**src/rtl/tfra_pkg.sv**
```systemverilog
// shared types and constants of the tagged fractional rate accumulator
package tfra_pkg;

    localparam int NUM_SLOTS = 32;
    localparam int SLOT_W    = $clog2(NUM_SLOTS);

    // n / 236 by reciprocal: floor(2^39 / 236), exact to within one count for 32-bit inputs
    localparam logic [7:0]  DIVISOR     = 8'd236;
    localparam logic [31:0] RECIP       = 32'd2329473787;
    localparam int          RECIP_SHIFT = 39;
    // quotient of a 32-bit value by 236 fits in 25 bits
    localparam int          QUO_W       = 25;

    typedef struct packed {
        logic [4:0]         object_slot;
        logic [15:0]        object_id;
        logic [15:0]        rate;
        logic signed [15:0] direction;
        logic [15:0]        tick_count;
    } in_item_t;

    typedef struct packed {
        logic [31:0] velocity_delta;
    } out_item_t;

    typedef struct packed {
        logic [15:0] tag;
        logic [15:0] dir;
        logic [7:0]  rem;
    } entry_t;

    typedef struct packed {
        logic              en;
        logic [SLOT_W-1:0] addr;
        entry_t            data;
    } wr_req_t;

    typedef enum logic [2:0] {
        ST_IDLE,
        ST_LOOKUP,
        ST_DIV_HI,
        ST_WAIT_HI,
        ST_WAIT_LO,
        ST_FINISH
    } state_t;

endpackage

```
**src/rtl/tfra_stream_if.sv**
```systemverilog
// valid/ready stream channel carrying one payload item per transfer
interface tfra_stream_if #(
    parameter type payload_t = logic
);
    logic     valid;
    logic     ready;
    payload_t payload;

    modport source (
        output valid,
        output payload,
        input  ready
    );

    modport sink (
        input  valid,
        input  payload,
        output ready
    );
endinterface

```
**src/rtl/tfra_entry_store.sv**
```systemverilog
// per-slot accumulator entries: synchronous memory with valid bits for the reset value
module tfra_entry_store (
    input  logic                      clk,
    input  logic                      rst_n,
    input  logic                      rd_en,
    input  logic [tfra_pkg::SLOT_W-1:0] rd_addr,
    output tfra_pkg::entry_t          rd_entry,
    input  tfra_pkg::wr_req_t         wr
);
    import tfra_pkg::*;

    entry_t                mem [NUM_SLOTS];
    logic [NUM_SLOTS-1:0]  valid_reg;
    entry_t                rd_data_reg;
    logic                  rd_valid_reg;

    always_ff @(posedge clk)
    begin
        if (wr.en)
        begin
            mem[wr.addr] <= wr.data;
        end
        if (rd_en)
        begin
            rd_data_reg <= mem[rd_addr];
        end
    end

    always_ff @(posedge clk or negedge rst_n)
    begin
        if (!rst_n)
        begin
            valid_reg    <= '0;
            rd_valid_reg <= 1'b0;
        end
        else
        begin
            if (wr.en)
            begin
                valid_reg[wr.addr] <= 1'b1;
            end
            if (rd_en)
            begin
                rd_valid_reg <= valid_reg[rd_addr];
            end
        end
    end

    // an entry never written reads as all zero
    assign rd_entry = rd_valid_reg ? rd_data_reg : '0;

endmodule

```
**src/rtl/tfra_div236.sv**
```systemverilog
// two-stage divider by 236: reciprocal estimate, then remainder check and correction
module tfra_div236 (
    input  logic                       clk,
    input  logic                       rst_n,
    input  logic                       start,
    input  logic [31:0]                x,
    output logic                       done,
    output logic [tfra_pkg::QUO_W-1:0] quo,
    output logic [7:0]                 rem
);
    import tfra_pkg::*;

    logic             v1_reg;
    logic             v2_reg;
    logic [31:0]      x_reg;
    logic [QUO_W-1:0] q0_reg;
    logic [QUO_W-1:0] quo_reg;
    logic [7:0]       rem_reg;

    logic [63:0]      prod;
    logic [31:0]      back;
    logic [8:0]       r0;

    assign prod = 64'(x) * 64'(RECIP);
    assign back = 32'(q0_reg) * 32'(DIVISOR);
    // estimate is exact or one short, so the raw remainder stays below twice the divisor
    assign r0   = 9'(x_reg - back);

    always_ff @(posedge clk or negedge rst_n)
    begin
        if (!rst_n)
        begin
            v1_reg <= 1'b0;
            v2_reg <= 1'b0;
        end
        else
        begin
            v1_reg <= start;
            v2_reg <= v1_reg;
        end
    end

    always_ff @(posedge clk)
    begin
        if (start)
        begin
            x_reg  <= x;
            q0_reg <= prod[RECIP_SHIFT +: QUO_W];
        end
        if (v1_reg)
        begin
            if (r0 >= 9'(DIVISOR))
            begin
                quo_reg <= q0_reg + QUO_W'(1);
                rem_reg <= 8'(r0 - 9'(DIVISOR));
            end
            else
            begin
                quo_reg <= q0_reg;
                rem_reg <= r0[7:0];
            end
        end
    end

    assign done = v2_reg;
    assign quo  = quo_reg;
    assign rem  = rem_reg;

endmodule

```
**src/rtl/tagged_fractional_rate_accumulator_top.sv**
```systemverilog
// Tagged fractional rate accumulator: one result transfer per input transfer.
// Each item reads its slot's entry (id tag, direction, carried remainder) from a
// synchronous memory, retags or clears it, forms rate*ticks*65536 plus the
// remainder, divides by 236 and writes the new remainder back. Its steps are the
// memory read, the 16x16 multiply, and two passes through the shared divider by
// 236 (high part of the product, then its remainder joined with the low part),
// then write-back, with the result loaded into the output register once it is free.
// Items are handled one at a time, so no read can overtake a pending write.
// The output register lets the next item be accepted while a result waits.
// After reset all entries read as zero at once; there is no clearing pass.
module tagged_fractional_rate_accumulator_top (
    input  logic          clk,
    input  logic          rst_n,
    tfra_stream_if.sink   req,
    tfra_stream_if.source rsp
);
    import tfra_pkg::*;

    state_t            state_reg;
    state_t            state_next;

    logic [SLOT_W-1:0] slot_reg;
    logic              slot_ok_reg;
    logic [15:0]       id_reg;
    logic [15:0]       rate_reg;
    logic [15:0]       dir_reg;
    logic [15:0]       ticks_reg;

    entry_t            rd_entry;
    entry_t            fresh;
    entry_t            cur_reg;
    logic [7:0]        rem_eff_reg;
    logic [31:0]       prod_reg;
    logic [15:0]       hi_reg;
    logic [QUO_W-1:0]  lo_q_reg;
    logic [7:0]        rem_new_reg;

    logic              out_valid_reg;
    logic              out_valid_next;
    logic [31:0]       out_data_reg;

    logic              accept;
    logic              load_out;
    logic              div_start;
    logic [31:0]       div_x;
    logic              div_done;
    logic [QUO_W-1:0]  div_quo;
    logic [7:0]        div_rem;
    wr_req_t           wr;

    assign accept = req.valid && req.ready;

    tfra_entry_store u_store (
        .clk      (clk),
        .rst_n    (rst_n),
        .rd_en    (accept),
        .rd_addr  (SLOT_W'(req.payload.object_slot)),
        .rd_entry (rd_entry),
        .wr       (wr)
    );

    tfra_div236 u_div (
        .clk   (clk),
        .rst_n (rst_n),
        .start (div_start),
        .x     (div_x),
        .done  (div_done),
        .quo   (div_quo),
        .rem   (div_rem)
    );

    // retag clears the whole entry, then a direction change clears the remainder
    always_comb
    begin
        fresh = rd_entry;
        if (fresh.tag != id_reg)
        begin
            fresh.tag = id_reg;
            fresh.dir = '0;
            fresh.rem = '0;
        end
        if (fresh.dir != dir_reg)
        begin
            fresh.dir = dir_reg;
            fresh.rem = '0;
        end
    end

    always_comb
    begin
        state_next = state_reg;
        req.ready  = 1'b0;
        div_start  = 1'b0;
        div_x      = prod_reg;
        load_out   = 1'b0;
        wr.en      = 1'b0;
        wr.addr    = slot_reg;
        wr.data    = '{tag: cur_reg.tag, dir: cur_reg.dir, rem: rem_new_reg};
        case (state_reg)
            ST_IDLE:
            begin
                req.ready = 1'b1;
                if (req.valid)
                begin
                    state_next = ST_LOOKUP;
                end
            end
            ST_LOOKUP:
            begin
                state_next = ST_DIV_HI;
            end
            ST_DIV_HI:
            begin
                div_start  = 1'b1;
                state_next = ST_WAIT_HI;
            end
            ST_WAIT_HI:
            begin
                // second pass: (prod mod 236) * 65536 + carried remainder
                div_x = {8'h00, div_rem, 8'h00, rem_eff_reg};
                if (div_done)
                begin
                    div_start  = 1'b1;
                    state_next = ST_WAIT_LO;
                end
            end
            ST_WAIT_LO:
            begin
                if (div_done)
                begin
                    state_next = ST_FINISH;
                end
            end
            ST_FINISH:
            begin
                if (!out_valid_reg || rsp.ready)
                begin
                    load_out   = 1'b1;
                    wr.en      = slot_ok_reg;
                    state_next = ST_IDLE;
                end
            end
            default:
            begin
                state_next = ST_IDLE;
            end
        endcase
    end

    always_comb
    begin
        out_valid_next = out_valid_reg;
        if (load_out)
        begin
            out_valid_next = 1'b1;
        end
        else if (rsp.ready)
        begin
            out_valid_next = 1'b0;
        end
    end

    always_ff @(posedge clk or negedge rst_n)
    begin
        if (!rst_n)
        begin
            state_reg     <= ST_IDLE;
            out_valid_reg <= 1'b0;
        end
        else
        begin
            state_reg     <= state_next;
            out_valid_reg <= out_valid_next;
        end
    end

    always_ff @(posedge clk)
    begin
        if (accept)
        begin
            slot_reg    <= SLOT_W'(req.payload.object_slot);
            slot_ok_reg <= 32'(req.payload.object_slot) < 32'(NUM_SLOTS);
            id_reg      <= req.payload.object_id;
            rate_reg    <= req.payload.rate;
            dir_reg     <= req.payload.direction;
            ticks_reg   <= req.payload.tick_count;
        end
        if (state_reg == ST_LOOKUP)
        begin
            cur_reg     <= fresh;
            rem_eff_reg <= slot_ok_reg ? fresh.rem : 8'h00;
            prod_reg    <= 32'(rate_reg) * 32'(ticks_reg);
        end
        if ((state_reg == ST_WAIT_HI) && div_done)
        begin
            // only the low 16 bits of the high quotient survive the 32-bit wrap
            hi_reg <= div_quo[15:0];
        end
        if ((state_reg == ST_WAIT_LO) && div_done)
        begin
            lo_q_reg    <= div_quo;
            rem_new_reg <= div_rem;
        end
        if (load_out)
        begin
            out_data_reg <= {hi_reg, 16'h0000} + 32'(lo_q_reg);
        end
    end

    assign rsp.valid                  = out_valid_reg;
    assign rsp.payload.velocity_delta = out_data_reg;

endmodule

```
**src/flat_wrapper.sv**
```systemverilog
// flat-port wrapper written by rule: the top's interface ports become plain ports
module tagged_fractional_rate_accumulator_top_flat import tfra_pkg::*;
  (clk, rst_n, req_valid, req_payload, req_ready, rsp_valid, rsp_payload, rsp_ready);
  tfra_stream_if #(.payload_t(in_item_t)) req_i ();
  tfra_stream_if #(.payload_t(out_item_t)) rsp_i ();
  input  logic clk;
  input  logic rst_n;
  input wire logic [$bits(req_i.valid)-1:0] req_valid;
  input wire logic [$bits(req_i.payload)-1:0] req_payload;
  output wire logic [$bits(req_i.ready)-1:0] req_ready;
  output wire logic [$bits(rsp_i.valid)-1:0] rsp_valid;
  output wire logic [$bits(rsp_i.payload)-1:0] rsp_payload;
  input wire logic [$bits(rsp_i.ready)-1:0] rsp_ready;
  assign req_i.valid = req_valid;
  assign req_i.payload = req_payload;
  assign req_ready = req_i.ready;
  assign rsp_valid = rsp_i.valid;
  assign rsp_payload = rsp_i.payload;
  assign rsp_i.ready = rsp_ready;
  tagged_fractional_rate_accumulator_top u_core (.clk(clk), .rst_n(rst_n), .req(req_i), .rsp(rsp_i));
endmodule
```
**config.mk**
```make
export PLATFORM = sky130hd
export DESIGN_NAME = tagged_fractional_rate_accumulator_top_flat
export DESIGN_NICKNAME = d
export VERILOG_FILES = /design/src/rtl/tfra_pkg.sv /design/src/rtl/tfra_stream_if.sv /design/src/rtl/tfra_entry_store.sv /design/src/rtl/tfra_div236.sv /design/src/rtl/tagged_fractional_rate_accumulator_top.sv /design/src/flat_wrapper.sv
export SDC_FILE = /design/constraint.sdc
export NUM_CORES = 2
export LEC_CHECK = 0
export BUFFER_PORTS_ARGS = -buffer_cell sky130_fd_sc_hd__buf_2
export CELL_PAD_IN_SITES_DETAIL_PLACEMENT = 0
export CELL_PAD_IN_SITES_GLOBAL_PLACEMENT = 1
export CORE_MARGIN = 2
export CORE_UTILIZATION = 55
export CTS_BUF_LIST = sky130_fd_sc_hd__clkbuf_4
export CTS_CLUSTER_DIAMETER = 30
export DETAILED_ROUTE_END_ITERATION = 6
export GPL_ROUTABILITY_DRIVEN = 0
export GPL_TIMING_DRIVEN = 0
export PLACE_DENSITY_LB_ADDON = 0.2
export SYNTH_ARGS = -nofsm -noshare
export SYNTH_HDL_FRONTEND = slang
export SYNTH_SLANG_ARGS = --single-unit
export TNS_END_PERCENT = 100
```
**constraint.sdc**
```tcl
create_clock -name clk -period 23.4 [get_ports clk]
set_input_delay 0 -clock clk [delete_from_list [all_inputs] [get_ports clk]]
set_output_delay 0 -clock clk [all_outputs]
set_load 0.01 [all_outputs]
```
Yosys cells after proc, flatten, opt, wreduce, memory -nomap -nowiden

Memories as Yosys holds them, arrays and structs flattened. A register that Yosys moved wholly into a read port is not among the register bits.
Index checks and enable logic that the tools add are counted.

Bitwise operators: 2
Muxes and demuxes: 24
Reductions and logical operators: 10
Multiply operators: 3
Eq/ne operators: 11
$lt $le $gt $ge: 4
$add $sub $neg: 4

Operator list:

| operator                 | count |
|---|---|
| $mux W40                 | 2 |
| $mul A32 B32 Y64 const B | 1 |
| $add A32 B25 Y32         | 1 |
| $mul A16 B16 Y32         | 1 |
| $mux W32                 | 1 |
| $ne A16 B16 Y1           | 2 |
| $or A32 B32 Y32          | 1 |
| $add A25 B1 Y25 const B  | 1 |
| $mul A25 B6 Y7 const B   | 1 |
| $mux W25                 | 1 |
| $mux W24                 | 1 |
| $pmux W3 S6              | 1 |
| $lt A5 B6 Y1 const B     | 2 |
| $mux W3                  | 4 |
| $mux W1                  | 10 |
| $ge A9 B8 Y1 const B     | 1 |
| $sub A9 B9 Y9            | 1 |
| $mux W8                  | 1 |
| $sub A8 B8 Y8 const B    | 1 |
| $eq A3 B2 Y1 const B     | 2 |
| $eq A3 B3 Y1 const B     | 2 |
| $ne A2 B2 Y1 const B     | 3 |
| $bmux W1 S5              | 1 |
| $demux W1 S5             | 1 |
| 12 further kinds         | 15 |

Bits in writable memories: 1280
Memories: 1
Register bits: 328
Input port bits: 73

Memories:

| memory             | words | bits a word | read ports | clocked after Yosys merged registers in | write ports | RTL line               | source |
|---|---|---|---|---|---|---|---|
| u_core.u_store.mem | 32    | 40          | 1          | 1                                       | 1           | tfra_entry_store.sv:12 | `entry_t mem [NUM_SLOTS];` |

Depth between registers and ports, before layout

Depth after elaboration: 6
Depth in mapped cells: 33
Mapped depth without buffers: 28

By module

Synthesis repeated with hierarchy kept, for this count alone.

Cell total of the unflattened synthesis: 5525
Area total of the unflattened synthesis: 90147.7 µm²

By module, submodules not included:

| module                                 | area each (µm²) | cells each | instances |
|---|---|---|---|
| tfra_entry_store                       | 51344.2         | 2052       | 1 |
| tfra_div236                            | 22056.2         | 2046       | 1 |
| tagged_fractional_rate_accumulator_top | 16747.3         | 1427       | 1 |

Least setup slack after synthesis

OpenSTA, ideal clock, no wires.

Path kind: flip-flop to flip-flop
Start point: reg u_core.state_reg[0]
End point: reg u_core.u_div.q0_reg[22], data pin
Setup time: 0.261 ns
Arrival: 8.116 ns
Setup slack: 15.023 ns
Cell stages (with the launch flop): 31
Cells stage by stage: dfrtp_1 > clkbuf_1 > nand2_1 > or2_2 > clkbuf_1 > clkbuf_1 > clkbuf_1 > nand2_1 > inv_1 > fa_1 > ha_1 > fa_1 > inv_1 > fa_1 > inv_1 > fa_1 > fa_1 > fa_1 > inv_1 > fa_1 > inv_1 > ha_1 > and4_1 > a32oi_2 > nor4_2 > a211oi_2 > o311ai_1 > or2_1 > buf_2 > o21a_1 > o311a_1

Word-level cells in the longest chain between the ends: 3

RTL lines:

| element                         | RTL line                                      | source |
|---|---|---|
| start: declaration              | tagged_fractional_rate_accumulator_top.sv:19  | `state_t state_reg;` |
| start signal: assignment        | tagged_fractional_rate_accumulator_top.sv:172 | `state_reg <= state_next;` |
| $eq A3 B2 Y1                    | tagged_fractional_rate_accumulator_top.sv:99  | `case (state_reg)` |
| $mux W32                        | tagged_fractional_rate_accumulator_top.sv:99  |  |
| $mul A32 B32 Y64                | tfra_div236.sv:24                             | `assign prod = 64'(x) * 64'(RECIP);` |
| named net u_core.u_div.prod[61] | tfra_div236.sv:20                             | `logic [63:0] prod;` |
| end signal: assignment          | tfra_div236.sv:48                             | `q0_reg <= prod[RECIP_SHIFT +: QUO_W];` |
| end: declaration                | tfra_div236.sv:16                             | `logic [QUO_W-1:0] q0_reg;` |

The timed path passes the listed nets, and every way through them passes these cells.
A chain may end at the register's enable or synchronous reset.

Final worst setup path

Same ends and word-level chain as after synthesis.

==> qor.txt <==
Num Clock Sinks - 1648
Top FF cell, synth - edfxtp_1
Syn-to-layout area delta - 13.79%
Setup repair after global routing missed its margin - false
FP Rows - 147
Reg2reg start - u_core.state_reg[0]
Max-slew violation count - 0
WP data required - 24.42 ns
Max reg flops - 1280
IO buf count - 106
Crit-path max FO - 9
Endpoints failing setup - 0
Fin crit share - 47.58%
Ports - 107
Design Area, Final - 0.1014 mm²
Share of post-route cells with drive strength above 1 - 21.57%
Most instantiated library cell after synthesis - edfxtp_1
CP max-delay cell - mux2i_1
Post-synthesis sequential area ratio - 55.32%
Mapped Cells - 5469
Slew @ Worst Pin - 1.318 ns
# Max-Cap Violations - 0
Reg-to-reg endpoint - u_core.u_div.q0_reg[22]
Wire per inst - 26.13 µm
Area leader, netlist - edfxtp_1
Hold Slack - 0.2557 ns
Number of synthesized register bits - 1648
Top delay family on crit path - adder cells
R2r worst-path depth - 28
Pre-antenna DRT Iters - 6
Area contributors post-synth - edfxtp_1 (54%), fa_1 (14%), mux4_2 (10%)
Status - finished clean
Skew final - 0.1522 ns
Final hold vios - 0
Number of synthesized flops with an enable pin - 1609
Mapped cell area - 0.08910 mm²
Final ANT Viol Nets - 0
Vias in the first global route - 52640
Levels on crit path - 28
Final Critical Period - 11.13 ns
Fmax - 0.08982 GHz
Die width - 406.5 µm
CP Buf/Inv Count - 7
Filler cell count - 11900
CP endpoint - u_core.u_div.q0_reg[22]
CTS H-tree depth - 5
Root buffer cell - clkbuf_4
Startpoint types - flip-flop
Syn Nets - 6679
Number of antenna violations at the first check in global routing - 5
Crit path largest cell delay - 1.09 ns
Nets - 7503
Arrival time worst endpoint - 12.15 ns
Sequential Area - 0.04929 mm²
Initial Util - 55.43%
Post-synth cell types - 75
Clock-pin slew on the worst setup and hold paths - 0.07 ns
TritonCTS Buffers - 421
Area of the die - 0.1652 mm²
Post-CTS Setup Bufs - 0
Async S/R FF share, synth - 2.367%
First-pass GRT wire length - 336600 µm
Congestion Overflow GR - 0
Largest net degree at the start of global routing - 46
Fin Setup TNS - 0 ns
Residual DRC - 0
Total Routed Length - 228300 µm
1st-iter DRT viols - 4990
Crit. End Element - flip-flop
Overall global routing resource usage - 28.43%
Setup Crit Path Kind - flip-flop to flip-flop
Worst Hold Launch - req_payload[66]
Reg2Reg Setup Slack - 12.27 ns
Post-DP HPWL - 159800 µm
Share of the synthesized area in the top cell type - 54.23%
Yosys Warn Count - 0
Clock Tree Buf Depth - 4
Syn Area/Cell - 16.29 µm²
Crit path top cell by count - fa_1
CTS tree - built
Slew headroom - 10.39%
Clk_lat worst skew - 1.34 ns
Post-DP Area - 0.09415 mm²
Via density - 5.750
Worst hold path class - primary input to flip-flop
Vias - 50220
Core ar. - 0.1608 mm²
DIE HEIGHT - 406.5 µm
Synth top cells by count - edfxtp_1 (1609), inv_1 (783), fa_1 (616)
Area of the multi-input gates - 0.03638 mm²
CP Launch Point - u_core.state_reg[0]
[worst min path at each step]
stage | endpoint | depth (start not counted)
after detailed placement | u_core.rsp.valid | 1
after global placement | u_core.rsp.valid | 1
after global routing | u_core.slot_reg[2] | 3
final | u_core.slot_reg[2] | 3
after CTS | u_core.rsp.valid | 5
after floorplan | u_core.rsp.valid | 0
[worst reg2reg max path: cells and delay by family, from the launching register on]
family,cells,cell delay (ns)
adders and majority gates,8,3.64
AOI/OAI and AO/OA,5,1.99
and+or+nand+nor,5,1.50
buffers and inverters,7,1.47
muxes,1,1.10
xor gates and xnor gates,2,0.79
DFF,1,0.33
[layout by cell type (no fill, tap or decap), drive strengths merged, types with 11 or more instances in the layout]
| cell | count |
|---|---|
| and3 | 26 |
| buf | 238 |
| clkinv | 100 |
| or2 | 52 |
| edfxtp | 1609 |
| inv | 787 |
| nor2 | 131 |
| nand3 | 41 |
| mux2i | 16 |
| nand2 | 273 |
| o21ai | 55 |
| xor2 | 59 |
| fa | 616 |
| mux4 | 410 |
| ha | 521 |
| clkbuf | 732 |
| dfrtp | 39 |
| o21bai | 11 |
| xnor2 | 154 |
| a21o | 87 |
| mux2 | 43 |
| nor2b | 14 |
| a21oi | 81 |
| nor3 | 20 |
| nand4 | 14 |
| and2 | 107 |
| dlygate4sd3 | 214 |
[final cells by class]
cell class | instances | share of cell area [%]
Clock inverter | 109 | 0.5875
Timing Repair Buffer | 401 | 4.191
Inverter | 786 | 2.910
Buffer | 193 | 0.7553
Antenna cell | 5 | 0.01234
Sequential cell | 1648 | 48.62
Clock buffer | 590 | 4.369
Tap cell | 2160 | 2.666
Multi-Input combinational cell | 2842 | 35.89
[stage by stage]
| step | std cells | setup WS (ns) | util [%] |
|---|---|---|---|
| 6_report | 8734 | 12.27 | 63.07 |
| 5_1_grt | 8731 | 11.89 | 63.06 |
| 4_1_cts | 8728 | 12.18 | 63.04 |
| 3_5_place_dp | 7814 | 12.30 | 58.57 |
| 3_3_place_gp | 7735 | 10.98 | 57.44 |
| 2_1_floorplan | 5469 | 15.02 | - |
[kinds of logic (layout without fill, tap and decap cells)]
family / count (synthesis) / count (layout) / synth area share (%)
fa+ha+maj: 1137 / 1137 / 21.16
simple gates: 705 / 705 / 3.775
flops: 1648 / 1648 / 55.32
xor+xnor: 213 / 213 / 2.094
other cells: 0 / 5 / 0
buf+inv: 979 / 2079 / 4.171
mux: 469 / 469 / 11.10
compound gates: 318 / 318 / 2.383
[routing by layer]
metal  up-vias  GRT usage (%)  part of all wire [%]
met5         -              0                0.0057
met4         2          8.083                   2.6
met3       362          5.340                   8.2
met2      2288          46.20                    49
met1     25970          39.69                    40
li1      21600              -                     -
[what timing repair did]
action	4_1_cts	5_1_grt
endpoints found under the hold margin	286	0
gates resized for setup	0	0
hold buffers	215	0
Power is left out: the tool's default activity adds up to more than one toggle a clock period on the data nets, which glitch-free logic cannot reach.
